File: config.mk
export PLATFORM = sky130hd
export DESIGN_NAME = two_wire_voice_command_sender_flat
export DESIGN_NICKNAME = d
export VERILOG_FILES = /design/src/design/tvcs_pkg.sv /design/src/design/tvcs_cmd_if.sv /design/src/design/tvcs_res_if.sv /design/src/design/two_wire_voice_command_sender.sv /design/src/design/tvcs_cfg_regs.sv /design/src/design/tvcs_core.sv /design/src/flat_wrapper.sv
export SDC_FILE = /design/constraint.sdc
export NUM_CORES = 1
export LEC_CHECK = 0
export ABC_AREA = 1
export BUFFER_PORTS_ARGS = -buffer_cell sky130_fd_sc_hd__buf_4
export CAP_MARGIN = 40
export CORE_ASPECT_RATIO = 0.9
export CORE_MARGIN = 2
export CORE_UTILIZATION = 39
export CTS_BUF_LIST = sky130_fd_sc_hd__clkbuf_8
export DETAILED_ROUTE_END_ITERATION = 8
export GPL_ROUTABILITY_DRIVEN = 0
export PLACE_DENSITY = 0.68
export SLEW_MARGIN = 30
export SYNTH_ARGS = -nofsm -noshare
export SYNTH_HDL_FRONTEND = slang
export SYNTH_SLANG_ARGS = --single-unit
File: constraint.sdc
create_clock -name i_clk -period 3.5 [get_ports i_clk]
set_clock_uncertainty 0.05 [all_clocks]
set_input_delay 0.525 -clock i_clk [delete_from_list [all_inputs] [get_ports i_clk]]
set_output_delay 0.525 -clock i_clk [all_outputs]
set_load 0.02 [all_outputs]
File: src/design/tvcs_pkg.sv
// Shared types and constants for the two-wire voice command sender.
// No dependencies; compiled first.
`default_nettype none

package tvcs_pkg;

    // Frame sequencer phases
    typedef enum logic [2:0] {
        PH_IDLE  = 3'd0,
        PH_START = 3'd1,
        PH_SETUP = 3'd2,
        PH_HIGH  = 3'd3,
        PH_LOW   = 3'd4,
        PH_END   = 3'd5
    } t_phase;

    // Input word operation codes
    localparam logic OP_CMD  = 1'b0;
    localparam logic OP_TICK = 1'b1;

    // Command code ranges
    localparam logic [7:0] VOL_FIRST  = 8'hE0;
    localparam logic [7:0] VOL_LAST   = 8'hE7;
    localparam logic [3:0] FRAME_BITS = 4'd8;

    // Timing register indexes
    localparam int unsigned CFG_IDX_W = 2;
    localparam int unsigned CFG_W     = 16;
    localparam logic [CFG_IDX_W-1:0] CFG_START_LOW = 2'd0;
    localparam logic [CFG_IDX_W-1:0] CFG_SETUP     = 2'd1;
    localparam logic [CFG_IDX_W-1:0] CFG_HIGH      = 2'd2;
    localparam logic [CFG_IDX_W-1:0] CFG_LOW       = 2'd3;

    // Timing register reset values
    localparam logic [CFG_W-1:0] RST_START_LOW = 16'd5000;
    localparam logic [CFG_W-1:0] RST_SETUP     = 16'd150;
    localparam logic [CFG_W-1:0] RST_HIGH      = 16'd300;
    localparam logic [CFG_W-1:0] RST_LOW       = 16'd150;

    typedef struct packed {
        logic [CFG_W-1:0] start_low_ticks;
        logic [CFG_W-1:0] setup_ticks;
        logic [CFG_W-1:0] high_ticks;
        logic [CFG_W-1:0] low_ticks;
    } t_cfg;

    typedef struct packed {
        logic       data_line;
        logic       clock_line;
        logic       sending;
        logic       rejected;
        logic [7:0] last_played;
        logic [2:0] volume_level;
    } t_result;

endpackage

`default_nettype wire

File: src/design/tvcs_cmd_if.sv
// Input channel: operation and command code with valid/ready.
// Depends on nothing but the handshake convention.
`default_nettype none

interface tvcs_cmd_if;
    logic       valid;
    logic       ready;
    logic       operation;
    logic [7:0] command_code;

    modport source (output valid, output operation, output command_code, input ready);
    modport sink   (input valid, input operation, input command_code, output ready);
endinterface

`default_nettype wire

File: src/design/tvcs_res_if.sv
// Output channel: wire levels and status with valid/ready.
// Depends on nothing but the handshake convention.
`default_nettype none

interface tvcs_res_if;
    logic       valid;
    logic       ready;
    logic       data_line;
    logic       clock_line;
    logic       sending;
    logic       rejected;
    logic [7:0] last_played;
    logic [2:0] volume_level;

    modport source (output valid, output data_line, output clock_line, output sending,
                    output rejected, output last_played, output volume_level, input ready);
    modport sink   (input valid, input data_line, input clock_line, input sending,
                    input rejected, input last_played, input volume_level, output ready);
endinterface

`default_nettype wire

File: src/design/two_wire_voice_command_sender.sv
// Top level of the two-wire voice command sender: timing registers,
// sequencer core and result register. Depends on tvcs_pkg, tvcs_cmd_if, tvcs_res_if.
//
//   channel   dir  modport  payload
//   i_cmd     in   sink     operation, command_code
//   o_res     out  source   data_line, clock_line, sending, rejected,
//                           last_played, volume_level
//   i_cfg_*   in   -        write enable, index, 16-bit data
//
// Every input word yields one result word in the cycle after acceptance. One word
// per cycle is sustained while o_res.ready is high; the result register is the only
// stage. i_cmd.ready drops only while a result is held and o_res.ready is low.
// Synchronous active-low reset; timing registers return to their defaults.
`default_nettype none

module two_wire_voice_command_sender (
    input  wire logic                           i_clk,
    input  wire logic                           i_rst_n,
    tvcs_cmd_if.sink                            i_cmd,
    tvcs_res_if.source                          o_res,
    input  wire logic                           i_cfg_we,
    input  wire logic [tvcs_pkg::CFG_IDX_W-1:0] i_cfg_index,
    input  wire logic [tvcs_pkg::CFG_W-1:0]     i_cfg_wdata
);
    import tvcs_pkg::*;

    t_cfg    w_cfg;
    t_result w_result;
    t_result r_out;
    logic    r_out_valid;
    logic    w_accept;

    tvcs_cfg_regs u_cfg (
        .i_clk       (i_clk),
        .i_rst_n     (i_rst_n),
        .i_cfg_we    (i_cfg_we),
        .i_cfg_index (i_cfg_index),
        .i_cfg_wdata (i_cfg_wdata),
        .o_cfg       (w_cfg)
    );

    // Accept while the result register is free or draining
    assign i_cmd.ready = !r_out_valid || o_res.ready;
    assign w_accept    = i_cmd.valid && i_cmd.ready;

    tvcs_core u_core (
        .i_clk          (i_clk),
        .i_rst_n        (i_rst_n),
        .i_accept       (w_accept),
        .i_operation    (i_cmd.operation),
        .i_command_code (i_cmd.command_code),
        .i_cfg          (w_cfg),
        .o_result       (w_result)
    );

    // Result register
    always_ff @(posedge i_clk) begin
        if (!i_rst_n) begin
            r_out_valid <= 1'b0;
        end else if (w_accept) begin
            r_out_valid <= 1'b1;
        end else if (o_res.ready) begin
            r_out_valid <= 1'b0;
        end
    end

    always_ff @(posedge i_clk) begin
        if (w_accept) begin
            r_out <= w_result;
        end
    end

    assign o_res.valid        = r_out_valid;
    assign o_res.data_line    = r_out.data_line;
    assign o_res.clock_line   = r_out.clock_line;
    assign o_res.sending      = r_out.sending;
    assign o_res.rejected     = r_out.rejected;
    assign o_res.last_played  = r_out.last_played;
    assign o_res.volume_level = r_out.volume_level;

endmodule

`default_nettype wire

File: src/design/tvcs_cfg_regs.sv
// Timing registers written through the plain write port.
// Depends on tvcs_pkg.
`default_nettype none

module tvcs_cfg_regs (
    input  wire logic                           i_clk,
    input  wire logic                           i_rst_n,
    input  wire logic                           i_cfg_we,
    input  wire logic [tvcs_pkg::CFG_IDX_W-1:0] i_cfg_index,
    input  wire logic [tvcs_pkg::CFG_W-1:0]     i_cfg_wdata,
    output tvcs_pkg::t_cfg                      o_cfg
);
    import tvcs_pkg::*;

    t_cfg r_cfg;

    // One register per index, reset to the default timing
    always_ff @(posedge i_clk) begin
        if (!i_rst_n) begin
            r_cfg.start_low_ticks <= RST_START_LOW;
            r_cfg.setup_ticks     <= RST_SETUP;
            r_cfg.high_ticks      <= RST_HIGH;
            r_cfg.low_ticks       <= RST_LOW;
        end else if (i_cfg_we) begin
            case (i_cfg_index)
                CFG_START_LOW: r_cfg.start_low_ticks <= i_cfg_wdata;
                CFG_SETUP:     r_cfg.setup_ticks     <= i_cfg_wdata;
                CFG_HIGH:      r_cfg.high_ticks      <= i_cfg_wdata;
                CFG_LOW:       r_cfg.low_ticks       <= i_cfg_wdata;
                default: ;
            endcase
        end
    end

    assign o_cfg = r_cfg;

endmodule

`default_nettype wire

File: src/design/tvcs_core.sv
// Frame sequencer and command decode; updates state once per accepted word.
// Depends on tvcs_pkg.
`default_nettype none

module tvcs_core (
    input  wire logic       i_clk,
    input  wire logic       i_rst_n,
    input  wire logic       i_accept,
    input  wire logic       i_operation,
    input  wire logic [7:0] i_command_code,
    input  wire tvcs_pkg::t_cfg i_cfg,
    output tvcs_pkg::t_result o_result
);
    import tvcs_pkg::*;

    t_phase      r_phase,      n_phase;
    logic [3:0]  r_bits_left,  n_bits_left;
    logic [7:0]  r_shift_byte, n_shift_byte;
    logic [15:0] r_tick_count, n_tick_count;
    logic        r_data_level, n_data_level;
    logic        r_clock_level, n_clock_level;
    logic [7:0]  r_last_code,  n_last_code;
    logic [2:0]  r_volume,     n_volume;

    logic        w_busy;
    logic        w_cmd;
    logic        w_start;
    logic        w_volume;
    logic        w_reject;
    logic        w_tick;
    logic        w_advance;
    logic [3:0]  w_bits_dec;
    logic [7:0]  w_shift_next;

    // Word decode
    assign w_busy       = (r_phase != PH_IDLE);
    assign w_cmd        = i_accept && (i_operation == OP_CMD);
    assign w_tick       = i_accept && (i_operation == OP_TICK) && w_busy;
    assign w_reject     = w_cmd && w_busy;
    assign w_start      = w_cmd && !w_busy && (i_command_code < VOL_FIRST);
    assign w_volume     = w_cmd && !w_busy && (i_command_code >= VOL_FIRST)
                          && (i_command_code <= VOL_LAST);
    assign w_advance    = w_tick && (r_tick_count <= 16'd1);
    assign w_bits_dec   = r_bits_left - 4'd1;
    assign w_shift_next = {1'b0, r_shift_byte[7:1]};

    // Next phase and phase timer
    always_comb begin
        n_phase      = r_phase;
        n_tick_count = r_tick_count;
        if (w_start) begin
            n_phase      = PH_START;
            n_tick_count = i_cfg.start_low_ticks;
        end else if (w_advance) begin
            case (r_phase)
                PH_START: begin
                    n_phase      = PH_SETUP;
                    n_tick_count = i_cfg.setup_ticks;
                end
                PH_SETUP: begin
                    n_phase      = PH_HIGH;
                    n_tick_count = i_cfg.high_ticks;
                end
                PH_HIGH: begin
                    n_phase      = PH_LOW;
                    n_tick_count = i_cfg.low_ticks;
                end
                PH_LOW: begin
                    n_phase      = (w_bits_dec != 4'd0) ? PH_SETUP : PH_END;
                    n_tick_count = i_cfg.setup_ticks;
                end
                default: begin
                    n_phase      = PH_IDLE;
                    n_tick_count = 16'd0;
                end
            endcase
        end else if (w_tick) begin
            n_tick_count = r_tick_count - 16'd1;
        end
    end

    // Wire levels, shifter and remembered codes
    always_comb begin
        n_bits_left   = r_bits_left;
        n_shift_byte  = r_shift_byte;
        n_data_level  = r_data_level;
        n_clock_level = r_clock_level;
        n_last_code   = r_last_code;
        n_volume      = r_volume;
        if (w_start) begin
            n_last_code   = i_command_code;
            n_shift_byte  = i_command_code;
            n_bits_left   = FRAME_BITS;
            n_clock_level = 1'b0;
        end else if (w_volume) begin
            n_volume = i_command_code[2:0];
        end else if (w_advance) begin
            case (r_phase)
                PH_START: n_data_level  = r_shift_byte[0];
                PH_SETUP: n_clock_level = 1'b1;
                PH_HIGH:  n_clock_level = 1'b0;
                PH_LOW: begin
                    n_shift_byte = w_shift_next;
                    n_bits_left  = w_bits_dec;
                    n_data_level = (w_bits_dec != 4'd0) ? w_shift_next[0] : 1'b1;
                end
                PH_END:   n_clock_level = 1'b1;
                default: ;
            endcase
        end
    end

    always_ff @(posedge i_clk) begin
        if (!i_rst_n) begin
            r_phase       <= PH_IDLE;
            r_bits_left   <= 4'd0;
            r_shift_byte  <= 8'd0;
            r_tick_count  <= 16'd0;
            r_data_level  <= 1'b1;
            r_clock_level <= 1'b1;
            r_last_code   <= 8'd0;
            r_volume      <= 3'd0;
        end else begin
            r_phase       <= n_phase;
            r_bits_left   <= n_bits_left;
            r_shift_byte  <= n_shift_byte;
            r_tick_count  <= n_tick_count;
            r_data_level  <= n_data_level;
            r_clock_level <= n_clock_level;
            r_last_code   <= n_last_code;
            r_volume      <= n_volume;
        end
    end

    // Result word reflects the state after this word
    assign o_result.data_line    = n_data_level;
    assign o_result.clock_line   = n_clock_level;
    assign o_result.sending      = (n_phase != PH_IDLE);
    assign o_result.rejected     = w_reject;
    assign o_result.last_played  = n_last_code;
    assign o_result.volume_level = n_volume;

endmodule

`default_nettype wire
File: src/flat_wrapper.sv
// flat-port wrapper written by rule: the top's interface ports become plain ports
module two_wire_voice_command_sender_flat import tvcs_pkg::*;
  (i_clk, i_rst_n, i_cfg_we, i_cfg_index, i_cfg_wdata, i_cmd_valid, i_cmd_operation, i_cmd_command_code, i_cmd_ready, o_res_valid, o_res_data_line, o_res_clock_line, o_res_sending, o_res_rejected, o_res_last_played, o_res_volume_level, o_res_ready);
  tvcs_cmd_if i_cmd_i ();
  tvcs_res_if o_res_i ();
  input  wire logic i_clk;
  input  wire logic i_rst_n;
  input  wire logic i_cfg_we;
  input  wire logic [tvcs_pkg::CFG_IDX_W-1:0] i_cfg_index;
  input  wire logic [tvcs_pkg::CFG_W-1:0] i_cfg_wdata;
  input wire logic [$bits(i_cmd_i.valid)-1:0] i_cmd_valid;
  input wire logic [$bits(i_cmd_i.operation)-1:0] i_cmd_operation;
  input wire logic [$bits(i_cmd_i.command_code)-1:0] i_cmd_command_code;
  output wire logic [$bits(i_cmd_i.ready)-1:0] i_cmd_ready;
  output wire logic [$bits(o_res_i.valid)-1:0] o_res_valid;
  output wire logic [$bits(o_res_i.data_line)-1:0] o_res_data_line;
  output wire logic [$bits(o_res_i.clock_line)-1:0] o_res_clock_line;
  output wire logic [$bits(o_res_i.sending)-1:0] o_res_sending;
  output wire logic [$bits(o_res_i.rejected)-1:0] o_res_rejected;
  output wire logic [$bits(o_res_i.last_played)-1:0] o_res_last_played;
  output wire logic [$bits(o_res_i.volume_level)-1:0] o_res_volume_level;
  input wire logic [$bits(o_res_i.ready)-1:0] o_res_ready;
  assign i_cmd_i.valid = i_cmd_valid;
  assign i_cmd_i.operation = i_cmd_operation;
  assign i_cmd_i.command_code = i_cmd_command_code;
  assign i_cmd_ready = i_cmd_i.ready;
  assign o_res_valid = o_res_i.valid;
  assign o_res_data_line = o_res_i.data_line;
  assign o_res_clock_line = o_res_i.clock_line;
  assign o_res_sending = o_res_i.sending;
  assign o_res_rejected = o_res_i.rejected;
  assign o_res_last_played = o_res_i.last_played;
  assign o_res_volume_level = o_res_i.volume_level;
  assign o_res_i.ready = o_res_ready;
  two_wire_voice_command_sender u_core (.i_clk(i_clk), .i_rst_n(i_rst_n), .i_cmd(i_cmd_i), .o_res(o_res_i), .i_cfg_we(i_cfg_we), .i_cfg_index(i_cfg_index), .i_cfg_wdata(i_cfg_wdata));
endmodule
; ---- After elaboration in Yosys (flattened, before gate mapping)
; Cells that the tools add are included.
[totals]
ff_bits = 124
input_bits = 32
output_inout_bits = 17
word_cells = 98
[classes]
add_sub_neg = 2
order_cmp = 4
eq_ne = 9
muxes = 30
n_bitwise = 3
n_reduce_logical = 30
[ops]
columns = op, count
row1 = $mux 16, 3
row2 = $pmux 16 s3, 1
row3 = $mux 8, 5
row4 = $le 16x1->1 const B, 1
row5 = $mux 4, 4
row6 = $sub 16x1->16 const B, 1
row7 = $mux 3, 5
row8 = $pmux 3 s4, 1
row9 = $logic_and 1x1->1, 10
row10 = $mux 1, 9
row11 = $reduce_bool 3->1, 3
row12 = $ge 8x8->1 const B, 1
row13 = $le 8x8->1 const B, 1
row14 = $lt 8x8->1 const B, 1
row15 = $reduce_and 2->1, 4
row16 = $eq 3x2->1 const B, 2
row17 = $eq 3x3->1 const B, 2
row18 = $reduce_and 3->1, 2
row19 = $reduce_bool 2->1, 3
row20 = $reduce_or 2->1, 3
row21 = $eq 2x2->1 const B, 2
row22 = $pmux 1 s2, 2
row23 = $reduce_bool 4->1, 1
row24 = $sub 4x1->4 const B, 1
row25 = 7 further kinds, 10

; ---- Depth between registers and ports, before layout
; Gate-level depths: netlist of run 1.
[depth]
depth_word = 9
depth_mapped = 12
mapped_depth_nobuf = 11

; ---- Cells and area by module
; A second synthesis of run 1 with hierarchy kept.
[hier_totals]
cells_unflattened = 896
area_unflattened_um2 = 6057.1
[modules_own_cells]
columns = module, instances, cells_per_inst, area_each_um2, seq_area_each_um2
row1 = tvcs_core, 1, 493, 2976.6, 880.8
row2 = tvcs_cfg_regs, 1, 381, 2578.7, 1281.2
row3 = two_wire_voice_command_sender, 1, 22, 501.7, 470.5

; ---- Worst setup path before layout of run 1
; Ideal clock, no wire load.
[synth_timing]
path_kind = input -> register
start = input port i_cmd_valid
end = register u_core.r_out (netlist bit u_core.o_res.clock_line), data pin
arrival_time_ns = 2.166
path_slack_ns = 1.023
stages = 8
n_path_buf = 1
cell_sequence = inv_1 a21oi_1 nand3_2 inv_2 nand2_2 buf_2 o211ai_1 nand2_1
[synth_between]
elab_chain_cells = 7
[synth_lines]
columns = item, line_no
row1 = from (decl), flat_wrapper.sv:11  ; input wire logic [$bits(i_cmd_i.valid)-1:0] i_cmd_valid;
row2 = $logic_and 1x1->1 *, two_wire_voice_command_sender.sv:44  ; assign w_accept = i_cmd.valid && i_cmd.ready;
row3 = net u_core.u_core.i_accept, tvcs_core.sv:8  ; input wire logic i_accept,
row4 = $logic_and 1x1->1 (on tied branches), "tvcs_core.sv:38, tvcs_core.sv:37"
row5 = $logic_and 1x1->1 (on tied branches), "tvcs_core.sv:38, tvcs_core.sv:40, tvcs_core.sv:41"
row6 = $logic_and 1x1->1 (on tied branches), "tvcs_core.sv:43, tvcs_core.sv:41"
row7 = $mux 1 or $logic_and 1x1->1 (tied branches), "tvcs_core.sv:97, tvcs_core.sv:42"
row8 = $mux 1, tvcs_core.sv:95  ; end else if (w_volume) begin
row9 = $mux 1 *, tvcs_core.sv:90  ; if (w_start) begin
row10 = net u_core.u_core.n_clock_level, tvcs_core.sv:21  ; logic r_clock_level, n_clock_level;
row11 = to (signal assigned), two_wire_voice_command_sender.sv:69  ; r_out <= w_result;
row12 = to (decl), two_wire_voice_command_sender.sv:29  ; t_result r_out;
; Mark *: on every way through the listed nets, which the timed path passes. The rest lies on a longest branch.
; A chain may end at the register's enable or synchronous reset.

; ---- Final worst setup path of run 1
[layout_timing]
start = register u_core.u_core.r_phase[2]
end = register u_core.u_core.r_tick_count[12]
[layout_between]
elab_chain_cells = 5
[layout_lines]
columns = item, line_no
row1 = from (decl), tvcs_core.sv:16  ; t_phase r_phase, n_phase;
row2 = from (signal assigned), tvcs_core.sv:124  ; r_phase <= n_phase;
row3 = "$eq 3x3->1, or another cell as far along", tvcs_core.sv:55  ; case (r_phase)
row4 = "$reduce_or 2->1 (no line), or another cell as far along", -
row5 = "$pmux 16 s3, or another cell as far along", tvcs_core.sv:55
row6 = $mux 16 or $logic_and 1x1->1 (tied branches), "tvcs_core.sv:54, tvcs_core.sv:40"
row7 = $mux 16 or $reduce_bool 3->1 (tied branches), -
row8 = to (signal assigned), tvcs_core.sv:127  ; r_tick_count <= n_tick_count;
row9 = to (decl), tvcs_core.sv:19  ; logic [15:0] r_tick_count, n_tick_count;
; Several ways; a longest one is shown, not always the timed one.

==> flow_metrics.tcl, run 1 <==
set metrics [dict create \
    clk_pin_slew_ns 0.08 \
    grt_setup_unrepaired "no" \
    vias 5503 \
    cts_root_buf "clkbuf_8" \
    syn_inst 872 \
    crit_path_start_kind "register" \
    drv_cap 0 \
    setup_viol 0 \
    yosys_warnings 0 \
    leakage_nw 3.22 \
    grt_max_degree 69 \
    critPathSlowestCell "inv_1" \
    p_int_mw 2.45 \
    p_sw_share_pct 28.3 \
    detailed_place_hpwl_um 9920 \
    ir_drop_v 0.000265 \
    cts_made_buffers 17 \
    cp_data_arrival_time_ns 2.71 \
    dr.pass1.iters 5 \
    pwr-share-seq_pct 45.3 \
    io_pins 49 \
    core_mm2 0.0149 \
    slowest_delay_ns 0.48 \
    end_kind "register" \
    grt_pass1_vias 5084 \
    status "completed" \
    power_frac_comb_pct 15.3 \
    clock.fmax_mhz 420 \
    worstMarginPinSlew_ns 0.772 \
    finalWorstSetupSlack_ns 1.12 \
    min_period_ns 2.38 \
    clk_latency_ns 0.45 \
    drtIter0Drc 348 \
    path_class "reg -> reg" \
    fin_setup_tns_ns 0 \
    grt_pass1_wl_um 24700 \
    drcViolationCount 0 \
    required_ns 3.83 \
    start_util_pct 40.3 \
    gr-total-overflow 0 \
    hp-class "in -> reg" \
    area_delta_synth_final_pct 14.8 \
    antenna_cells 0 \
    syn_area_mm2 0.00599 \
    port_buffers 48 \
    wire_per_inst_um 13.3 \
    synth-seq-cells 124 \
    drt_wl_total_um 14900 \
    hold_buffers 0 \
    cp_cell_sequence "inv_1 > nand3_1 > nand2_1 > inv_1 > nor2_1 > nor2_1 > nand2_1 > nand3_1 > a21oi_2" \
    pre_cts_ws_ns 1.03 \
    fin_crit_sh_pct 68.0 \
    die_h_um 122 \
    die_w_um 135 \
    netSwitchingPower_mw 0.968 \
    drv_slew 0 \
    slew_headroom_pct 48.3 \
    final_common_cell "nand2_1" \
    grt_usage_pct 19.0 \
    cts_setup_buffers 0 \
    clock-sinks 124 \
    synth_fp_nets 908 \
    nFillCells 1537 \
    crit_fanout 16 \
    hold_violations 0 \
    cts_tree "yes" \
    fin_area_mm2 0.00688 \
    clock_path_buffers 2 \
    seq_area_frac_synth_pct 43.9 \
    cts_resized 0 \
    nets 944 \
    power.total_mw 3.42 \
    fp.dieArea_mm2 0.0164 \
    drive_gt1_share_pct 13.0 \
    synth_cell_types 30 \
    antenna_left 0 \
    viasPerCell 4.92 \
    fp-row-count 42 \
    avgSynthCellArea_um2 6.87 \
    grt_antenna_before_repair 0 \
    place_area_mm2 0.00646 \
    pwr-share-clk_pct 39.4 \
    mostFrequentLayoutCells "254 x nand2_1, 128 x nor2_1, 109 x dfxtp_1" \
    htreeDepth 4 \
    p_per_area_mw_per_mm2 497 \
]
## synthesized netlist by cell type
master	count	area share, %
ha_1	4	0.83
nand3_1	97	8.1
xnor2_1	2	0.29
inv_1	66	4.1
nand3_2	1	0.17
clkbuf_1	25	1.6
a21boi_1	1	0.13
nand2_2	4	0.42
edfxtp_1	15	7.5
dfxtp_1	109	36
nand3_4	1	0.29
nor3_1	3	0.25
buf_2	9	0.75
nand2_1	254	16
inv_2	5	0.31
inv_6	1	0.15
nor2_4	4	0.75
a21oi_2	9	1.3
nor2_2	4	0.42
nor2_1	128	8.0
a21oi_1	41	3.4
o211ai_1	1	0.13
buf_6	5	0.94
buf_4	3	0.38
o21ai_0	58	4.8
o21ai_1	1	0.083
xor2_1	3	0.44
o21a_1	1	0.13
nand2_4	2	0.38
nand4_1	15	1.6
## critical path: cells and delay by family (launching register included)
kind	cells	cell delay (ns)
AND/OR/NAND/NOR	6	1.03
buffers and inverters	2	0.70
flip-flops	1	0.38
AO/OA/AOI/OAI	1	0.13
## kinds of logic (layout without fill, tap and decap cells)
group           count (synthesis)  after routing  share of synthesized area (%)
compound gates                112            112                           10.0
xor+xnor                        5              5                          0.731
fa+ha+maj                       4              4                          0.835
buf+inv                       114            163                           8.22
flops                         124            124                           43.9
simple gates                  513            513                           36.3
## state kept, by name, indices dropped and copies added (netlist names)
name                         flops
u_core.u_cfg.o_cfg              64
u_core.u_core.r_shift_byte       8
u_core.u_core.r_tick_count      16
u_core.o_res.rejected            1
u_core.o_res.volume_level        3
u_core.u_core.r_bits_left        4
u_core.o_res.valid               1
u_core.o_res.data_line           1
u_core.u_core.r_volume           3
u_core.o_res.clock_line          1
u_core.o_res.last_played         8
u_core.u_core.r_clock_level      1
u_core.u_core.r_data_level       1
u_core.u_core.r_last_code        8
u_core.u_core.r_phase            3
u_core.o_res.sending             1
## path summary, 6_finish.rpt
kind | start | endpoint | slack (ns) | depth (start not counted)
hold reg to reg | u_core.u_cfg.o_cfg[26] | u_core.u_cfg.o_cfg[26] | 0.41 | 2
setup reg to reg | u_core.u_core.r_phase[2] | u_core.u_core.r_tick_count[12] | 1.12 | 9
setup / recovery | u_core.u_core.r_phase[2] | u_core.u_core.r_tick_count[12] | 1.12 | 9
hold / removal | i_cfg_wdata[12] | u_core.u_cfg.o_cfg[60] | 0.27 | 3
## per-layer routing
metal,global-route usage [%],wire (um),vias up
met4,6.25,206,0
met1,24.9,6930,2460
met2,30.9,6870,156
met3,4.91,906,15
li1,-,-,2872
met5,0,0,-
## power groups by stage
stage	logic, mW	registers (mW)	clock network [mW]
after global placement	0.513	1.58	0
after floorplan	0.369	1.59	0
after global routing	0.596	1.56	1.43
final	0.523	1.55	1.35
after detailed placement	0.520	1.58	0
after CTS	0.524	1.55	1.37
## through the flow
| step | hold slack, ns | util (%) | cells |
|---|---|---|---|
| 5_1_grt | 0.263 | 46.3 | 1119 |
| 3_3_place_gp | 0.389 | 43.4 | 1086 |
| 3_5_place_dp | 0.393 | 43.4 | 1086 |
| 4_1_cts | 0.248 | 46.2 | 1118 |
| 2_1_floorplan | 0.375 | - | 872 |
| 6_report | 0.272 | 46.3 | 1119 |
## cell type report
cell class	instances	area (um2)	area share [%]
timing repair buffer	59	443	6.44
tap	198	248	3.60
multi-input combinational	634	2870	41.7
clock inverter	15	180	2.62
clock buffer	17	234	3.40
sequential	124	2630	38.3
inverter	72	275	4.00
No activity file was read; power rests on OpenSTA's default activity.
==> run 2, diff against run 1 <==
==> constraint.sdc (replaced) <==
create_clock -name i_clk -period 2.2 [get_ports i_clk]
set_clock_uncertainty 0.05 [all_clocks]
set_input_delay 0.33 -clock i_clk [delete_from_list [all_inputs] [get_ports i_clk]]
set_output_delay 0.33 -clock i_clk [all_outputs]
set_load 0.02 [all_outputs]
==> run 2 against run 1 <==
Effect of this change:
- power up 59%
- worst setup slack got worse by 0.90 ns
- flip-flop and latch count did not move
- non-clock buffer count increased by 8
- hold slack got worse by 0.20 ns
- maximum frequency increased by 20%
- largest cell class unchanged
- largest power group unchanged
- highest routed layer unchanged
==> flow_metrics.tcl, run 2 (same netlist as run 1, synthesis figures left out) <==
set metrics [dict create \
    stdcell_count 1127 \
    postLayoutCoreUtil_pct 46.8 \
    crit_path_start_kind "register" \
    hold_buffers 0 \
    ir_drop_v 0.000469 \
    clock-sinks 124 \
    drv_cap 0 \
    status "completed" \
    timing.reg2reg.setup_slack_ns 0.22 \
    drive_gt1_share_pct 14.1 \
    critPathSlowestCell "nand4_1" \
    fp.dieArea_mm2 0.0164 \
    drcViolationCount 0 \
    hold_violations 0 \
    detailed_place_hpwl_um 10200 \
    antenna_left 0 \
    dr.pass1.iters 5 \
    drt_wl_total_um 14800 \
    slowest_delay_ns 0.41 \
    port_buffers 48 \
    pre_cts_ws_ns 0.249 \
    gr-total-overflow 0 \
    largest_reg_flops 64 \
    pwr-share-clk_pct 39.1 \
    cp-startpoint "u_core.u_core.r_tick_count[0]" \
    clock_path_buffers 2 \
    end_kind "register" \
    drv_slew 0 \
    cts_tree "yes" \
    path_class "reg -> reg" \
    fin_setup_tns_ns 0 \
    io_pins 49 \
    fp-row-count 42 \
    cp_data_arrival_time_ns 2.30 \
    cts_setup_buffers 0 \
    cp_cell_sequence "inv_1 > ha_1 > nand3_1 > nand2_1 > nand4_1 > nand2_2 > nand2_1 > a21oi_1" \
    fin_crit_sh_pct 89.8 \
    hold_path.startpoint "i_cfg_wdata[1]" \
    leakage_nw 3.25 \
    rr_worst_depth 8 \
    p_per_area_mw_per_mm2 782 \
    nets 952 \
    mostFrequentLayoutCells "254 x nand2_1, 128 x nor2_1, 109 x dfxtp_1" \
    cts_made_buffers 17 \
    viasPerCell 4.93 \
    die_w_um 135 \
    grt_setup_unrepaired "no" \
    drtIter0Drc 469 \
    power.total_mw 5.44 \
    clk_latency_ns 0.45 \
    required_ns 2.53 \
    final_common_cell "nand2_1" \
    finalWorstSetupSlack_ns 0.224 \
    area_delta_synth_final_pct 16.0 \
    crit_fanout 11 \
    worstMarginPinSlew_ns 0.728 \
    hp-class "in -> reg" \
    fin_area_mm2 0.00696 \
    clock.fmax_mhz 506 \
    start_util_pct 40.3 \
    cts_root_buf "clkbuf_8" \
    core_mm2 0.0149 \
    grt_pass1_vias 5069 \
    slew_headroom_pct 51.4 \
    vias 5560 \
    grt_usage_pct 18.8 \
    holdPathStages 3 \
    pwr-share-seq_pct 45.4 \
    reg2reg_from "u_core.u_core.r_tick_count[0]" \
    netSwitchingPower_mw 1.60 \
    grt_antenna_before_repair 0 \
    die_h_um 122 \
    power_frac_comb_pct 15.5 \
    clk_pin_slew_ns 0.08 \
    grt_max_degree 41 \
    cp_common_cell "nand2_1" \
    place_area_mm2 0.00653 \
    p_sw_share_pct 29.4 \
    r2r_end "u_core.u_core.r_shift_byte[4]" \
    setup_viol 0 \
    min_to "u_core.u_cfg.o_cfg[1]" \
    antenna_cells 0 \
    htreeDepth 4 \
    wire_per_inst_um 13.1 \
    min_period_ns 1.98 \
    grt_pass1_wl_um 24400 \
    cts_resized 0 \
    nFillCells 1542 \
    holdWs_ns 0.0728 \
    p_int_mw 3.84 \
    placed_cells 1095 \
]
[run 2: area by class of cell]
cell class | instances | area, um2 | share of cell area [%]
tap | 198 | 248 | 3.56
timing repair buffer | 67 | 503 | 7.23
multi-input combinational | 634 | 2870 | 41.3
clock inverter | 15 | 190 | 2.73
inverter | 72 | 275 | 3.96
clock buffer | 17 | 234 | 3.36
sequential | 124 | 2630 | 37.8
[run 2: worst max-delay path: cells and delay by family (launching register included)]
kind	cells	cell delay, ns
AO/OA/AOI/OAI	1	0.12
adder cells (fa/ha/maj)	1	0.25
buffers and inverters	1	0.10
flip-flops	1	0.34
AND/OR/NAND/NOR	5	1.04
[run 2: worst max-delay path by stage]
stage	endpoint	slack, ns	depth (start not counted)
2_1_floorplan	u_core.o_res.clock_line	0.25	7
3_3_place_gp	u_core.u_core.r_shift_byte[2]	0.27	8
6_report	u_core.u_core.r_shift_byte[4]	0.22	8
3_5_place_dp	u_core.u_core.r_shift_byte[4]	0.25	8
5_1_grt	u_core.u_core.r_shift_byte[2]	0.007	8
4_1_cts	u_core.u_core.r_shift_byte[4]	0.24	8
[run 2: power by group through the flow]
| stage | clock (mW) | sequential [mW] | combinational, mW |
|---|---|---|---|
| finish | 2.12 | 2.47 | 0.845 |
| global route | 2.26 | 2.48 | 0.958 |
| CTS | 2.16 | 2.47 | 0.847 |
| detailed placement | 0 | 2.52 | 0.843 |
| global placement | 0 | 2.52 | 0.837 |
| floorplan | 0 | 2.53 | 0.588 |
[run 2: layer usage]
metal	track usage (%)	wire length, um	up-vias
met4	5.13	145	0
li1	-	-	2889
met5	0	0	-
met2	29.7	6440	141
met3	4.70	926	11
met1	25.7	7240	2519
